[config.mk]
export PLATFORM = sky130hd
export DESIGN_NAME = sbr_ctrl
export DESIGN_NICKNAME = d
export VERILOG_FILES = /design/src/sv/sbr_pkg.sv /design/src/sv/sbr_ctrl.sv
export SDC_FILE = /design/constraint.sdc
export NUM_CORES = 1
export LEC_CHECK = 0
export ABC_AREA = 1
export ABC_CLOCK_PERIOD_IN_PS = 1200
export BUFFER_PORTS_ARGS = -buffer_cell sky130_fd_sc_hd__buf_4
export CAP_MARGIN = 20
export CORE_AREA = 2 2 39 41
export DETAILED_ROUTE_END_ITERATION = 10
export DIE_AREA = 0 0 41 43
export GPL_TIMING_DRIVEN = 1
export SYNTH_ARGS = -nofsm -noshare
export SYNTH_HDL_FRONTEND = slang
export SYNTH_SLANG_ARGS = --single-unit
export TNS_END_PERCENT = 10
[constraint.sdc]
create_clock -name clk -period 1.2 [get_ports clk]
set_input_delay 0.12 -clock clk [delete_from_list [all_inputs] [get_ports clk]]
set_output_delay 0.12 -clock clk [all_outputs]
set_load 0.02 [all_outputs]
[src/sv/sbr_pkg.sv]
// ----------------------------------------------------------------------------
// sbr_pkg
// Shared types, widths and constants of the supersample box resolve block.
// ----------------------------------------------------------------------------
`default_nettype none

package sbr_pkg;

  // channel and register widths
  localparam int COLOR_W    = 16;
  localparam int DEPTH_W    = 24;
  localparam int CFG_DIM_W  = 13;
  localparam int FACTOR_W   = 4;
  localparam int CFG_IDX_W  = 2;
  localparam int CFG_DATA_W = 13;

  // block geometry
  localparam int MAX_FACTOR_C = 8;
  localparam int MAX_WIDTH_C  = 4096;
  localparam int CIB_W        = $clog2(MAX_FACTOR_C);
  localparam int POS_W        = CFG_DIM_W + 1;
  localparam int SUM_W        = COLOR_W + 2 * CIB_W;

  // reciprocal multiply for the division by factor squared
  localparam int RECIP_SHIFT = 28;
  localparam int RECIP_W     = RECIP_SHIFT + 1;

  localparam logic [DEPTH_W-1:0] DEPTH_FAR = '1;

  // register reset values
  localparam logic [CFG_DIM_W-1:0] WIDTH_RESET  = CFG_DIM_W'(640);
  localparam logic [CFG_DIM_W-1:0] HEIGHT_RESET = CFG_DIM_W'(480);
  localparam logic [FACTOR_W-1:0]  FACTOR_RESET = FACTOR_W'(2);

  // register indexes
  typedef enum logic [CFG_IDX_W-1:0] {
    REG_SOURCE_WIDTH  = 2'd0,
    REG_SOURCE_HEIGHT = 2'd1,
    REG_SCALE_FACTOR  = 2'd2,
    REG_UNUSED        = 2'd3
  } reg_idx_t;

  // controller states
  typedef enum logic [1:0] {
    ST_IDLE,
    ST_READ,
    ST_MUL,
    ST_EMIT
  } state_t;

  // commands from controller to datapath
  typedef struct packed {
    logic capture;
    logic update;
    logic multiply;
    logic load;
  } sbr_cmd_t;

  // status from datapath to controller
  typedef struct packed {
    logic emit;
    logic out_free;
  } sbr_status_t;

  // ceil(2^28 / f^2), exact floor division for sums below 2^22
  function automatic logic [RECIP_W-1:0] recip_area(input logic [FACTOR_W-1:0] f);
    logic [RECIP_W-1:0] r;
    unique case (f)
      4'd1:    r = RECIP_W'(268435456);
      4'd2:    r = RECIP_W'(67108864);
      4'd3:    r = RECIP_W'(29826162);
      4'd4:    r = RECIP_W'(16777216);
      4'd5:    r = RECIP_W'(10737419);
      4'd6:    r = RECIP_W'(7456541);
      4'd7:    r = RECIP_W'(5478275);
      4'd8:    r = RECIP_W'(4194304);
      default: r = RECIP_W'(268435456);
    endcase
    return r;
  endfunction

endpackage

`default_nettype wire

[src/sv/sbr_ctrl.sv]
// ----------------------------------------------------------------------------
// sbr_ctrl
// Sequencer: capture, column read-modify-write, divide, hand-off to output.
// ----------------------------------------------------------------------------
`default_nettype none

module sbr_ctrl (
  input  wire logic                 clk,
  input  wire logic                 rst,
  input  wire logic                 in_valid,
  output logic                      in_ready,
  input  wire sbr_pkg::sbr_status_t status,
  output sbr_pkg::sbr_cmd_t         cmd
);
  import sbr_pkg::*;

  state_t state, state_next;

  // state register
  always_ff @(posedge clk) begin
    if (rst) begin
      state <= ST_IDLE;
    end else begin
      state <= state_next;
    end
  end

  // next state and commands
  always_comb begin
    state_next = state;
    in_ready   = 1'b0;
    cmd        = '0;
    unique case (state)
      ST_IDLE: begin
        in_ready = 1'b1;
        if (in_valid) begin
          cmd.capture = 1'b1;
          state_next  = ST_READ;
        end
      end
      ST_READ: begin
        cmd.update = 1'b1;
        state_next = ST_MUL;
      end
      ST_MUL: begin
        cmd.multiply = 1'b1;
        state_next   = ST_EMIT;
      end
      ST_EMIT: begin
        if (!status.emit) begin
          state_next = ST_IDLE;
        end else if (status.out_free) begin
          cmd.load   = 1'b1;
          state_next = ST_IDLE;
        end
      end
      default: state_next = ST_IDLE;
    endcase
  end

endmodule

`default_nettype wire

### Word-level counts from Yosys, hierarchy flattened

Index checks and enable logic that the tools add are counted.

* reduce and logical (&&, ||, !) cells: 2
* muxes and demuxes: 12
* eq/ne operators: 5

Operators with widths (count)
* 1-bit 2-to-1 mux: 8
* 2-bit case mux with 4 select lines: 1
* 2-bit 2-to-1 mux: 3
* 2-bit equality test, second input constant: 2
* 3-bit inequality test, second input constant: 1
* 2-bit by 1-bit equality test with 1-bit output, second input constant: 1
* 2-bit logical NOT: 1
* 2-bit inequality test, second input constant: 1
* 2-bit AND reduction: 1

* word-level logic and storage cells: 20
* output and inout port bits: 5
* bits in registers: 2
* input port bits: 5

### Longest topological paths before layout

* depth after elaboration: 3
* depth in mapped cells: 6

### Worst setup path after synthesis

No wires, ideal clock.

* kind: register to register
* start: register state[0]
* end: register state[1]
* library setup time: 0.115 ns
* data required time: 1.085 ns
* cell stages (with the launch flop): 6
* data arrival time: 0.989 ns
* setup slack: 0.096 ns
* period minus slack after synthesis: 1.104 ns
* cell sequence: dfxtp_1 inv_1 ha_1 nand2_2 a21oi_1 nor2_1

* word-level cells in the longest chain between the ends: 3
* elaborated cells between the ends (all ways): 8
* classes of those cells: eq/ne (5); mux (1); reduce/logical (2)

RTL lines
* from (decl): RTL line sbr_ctrl.sv:17 `state_t state, state_next;`
* from (signal assigned): RTL line sbr_ctrl.sv:24 `state <= state_next;`
* 2-bit equality test or 2-bit logical NOT (tied branches): RTL line sbr_ctrl.sv:33 `unique case (state)`
* 3-bit inequality test (no line) or 2-bit inequality test (tied branches)
* 2-bit AND reduction (no line)

Parallel ways exist; a longest one is shown, timed or not.
A chain may end at the register's enable or synchronous reset.

==> metrics.txt <==
htree depth 1; worst hold endpoint state[1]; clock sinks 2; sequential share of the synthesized area 0.2207; main combinational cell family by area after synthesis simple AND/OR/NAND/NOR gates; FF-to-FF End state[0]; slowest stage delay, CP 0.35 ns; syn_area_per_cell 6.719 um2; first-pass GRT wire length 524 um; routed vias/inst 3.571; post-route minimum period 1.164 ns; Worst Path Max Fanout 4; type of origin of the critical path flop; xor-xnor portion of the synthesized cell area 0; Hold/Removal Path Class input port to flop; I/O Pins 10; synth warn 0; CTS buffer count 3; Critical Path AT 1.04 ns; Largest regs state: 2 flops; worst-path cell chain ha_2 > nand2_1 > nor2_1 > buf_4; crit share post-route 0.9701; worst relative slew slack 0.9116; fin nets 51; CTS tree yes; largest net degree at the start of global routing 5; worst slew pin tran 0.1325 ns; max-slew violations 0; hold_buf cts 0; status finished, final reports clean; site row count 14; hpwl dp 304.6 um; max FFs per register 2; DRT iter0 DRCs 1; mux contribution to synthesized area 0; synth-to-layout area growth 74.48%; cell area after synthesis 181.4 um2; Final ANT Viol Nets 0; WL/cell 7.304 um; GP Congestion 0.5191; Simple-Gate Fraction of Synth Area 0.3034; Die W 41 um; Hold Crit Depth 4; # DRC 0; Seq cells post-synth 2; Placed Cells 52; worst r2r src state[1]; vias in the first global route 158; final hold vios 0; ANT cells 0; Yosys top cell by area ha_1; final wirelength 409 um; clock root buffer master clkbuf_4; adder-cell share of the synthesized area 0.2759; FMAX 859.1 MHz; compound-gate portion of the synthesized area 0.05517; RSZ-0062 raised after global routing true; post-synth top area share 0.2759; drt pass-1 iters 4; global route overflow 0; layout cell share with drive strength beyond 1 0.5500; slowest CP cell dfxtp_2; syn nets 36; GRT Resource Usage Total 0.05506; core area 1384 um2; synth top area cells ha_1 28%, dfxtp_1 22%, inv_1 12%; VDD IR max 443.4 uV; Die ar. 1763 um2; Critical Path Sink Type output port; Finished Layout Cells 56; P_leak 0.1708 nW; antenna violations before repair 0; max-cap violations 0; clk slew on worst S/H paths 0.03 ns; clock buffer depth 2; CP Class flop to output port; Register-to-Register Path Depth 7; Yosys cell types 10; pre-CTS WS 0.1183 ns; Synth Instances 27; Reg2Reg Setup Slack 0.12 ns; count of final setup violators 0; WP data required 1.08 ns; Die Ht 43 um; Port Buffers 9; pwr/cell area 2611 nW/um2; worst-case clock skew 0.001338 ns; hold_sp rst; via count 200; setup ws final 0.03593 ns; Biggest register state; clock latency on the worst-skew pair 0.22 ns; starting density of the core 0.1311
-- cell usage after synthesis, drive strengths merged --
library cell / n
inv: 7
nand2: 6
ha: 4
nor2: 4
a21oi: 2
dfxtp: 2
nand3: 2
-- kinds of logic after synthesis --
group,count (synthesis)
fa+ha+maj,4
compound gates,2
buf+inv,7
simple gates,12
flops,2
-- power breakdown --
group,switching (mW),internal [mW]
Combinational,0.278,0.254
Sequential,0.0384,0.107
Clock,0.0380,0.110
-- layer usage --
metal,global-route usage,wire length (um)
met5,0,0
met4,0.1000,25
met3,0.03141,38
met2,0.06875,186
met1,0.03822,158
-- placed cells by master, fill, tap and decap left out --
| cell type | n |
|---|---|
| a21oi_1 | 2 |
| buf_4 | 10 |
| clkbuf_4 | 3 |
| dfxtp_2 | 2 |
| ha_1 | 2 |
| ha_2 | 1 |
| ha_4 | 1 |
| inv_1 | 4 |
| inv_2 | 3 |
| nand2_1 | 5 |
| nand2_2 | 1 |
| nand3_1 | 1 |
| nand3_2 | 1 |
| nor2_1 | 4 |
-- per-stage QoR --
step	util	hold WS (ns)	setup TNS (ns)	area (um2)	power (mW)
final	0.2288	0.1386	0	316.6	0.8265
after global routing	0.2288	0.1508	-0.05299	316.6	0.9129
after CTS	0.2143	0.1332	0	296.5	0.7537
after detailed placement	0.1944	0.3790	0	269.0	0.5807
after global placement	0.1944	0.3714	0	269.0	0.5735
after floorplan	-	0.2755	0	181.4	0.4414
-- how the worst max path moves through the flow --
stage / startpoint / endpoint / slack [ns]
3_5_place_dp: state[0] / state[0] / 0.12
2_1_floorplan: state[0] / state[1] / 0.1
3_3_place_gp: state[0] / state[0] / 0.13
4_1_cts: state[0] / cmd[3] / 0.008
5_1_grt: state[1] / cmd[0] / -0.04
6_report: state[1] / cmd[0] / 0.04
-- repair_timing --
item                       in CTS  in global routing
gates resized for setup         3                  4
pin swaps                       0                  1
hold endpoints to repair        0                  0
setup endpoints to repair       3                  2
setup buffers                   0                  1
-- worst max-delay path: cells and delay by family, from the launching register on --
family | cells | cell delay, ns
flip-flops | 1 | 0.35
adder cells (fa/ha/maj) | 1 | 0.19
buffers and inverters | 1 | 0.14
AND/OR/NAND/NOR | 2 | 0.14
-- layout make-up --
cell class | count | area (um2)
Tap cell | 16 | 20.02
Inverter | 7 | 26.28
Sequential cell | 2 | 42.54
Fill cell | 161 | 1067
Multi-Input combinational cell | 18 | 130.1
Clock buffer | 3 | 22.52
Timing Repair Buffer | 10 | 75.07
(Power assumes the default switching activity.)
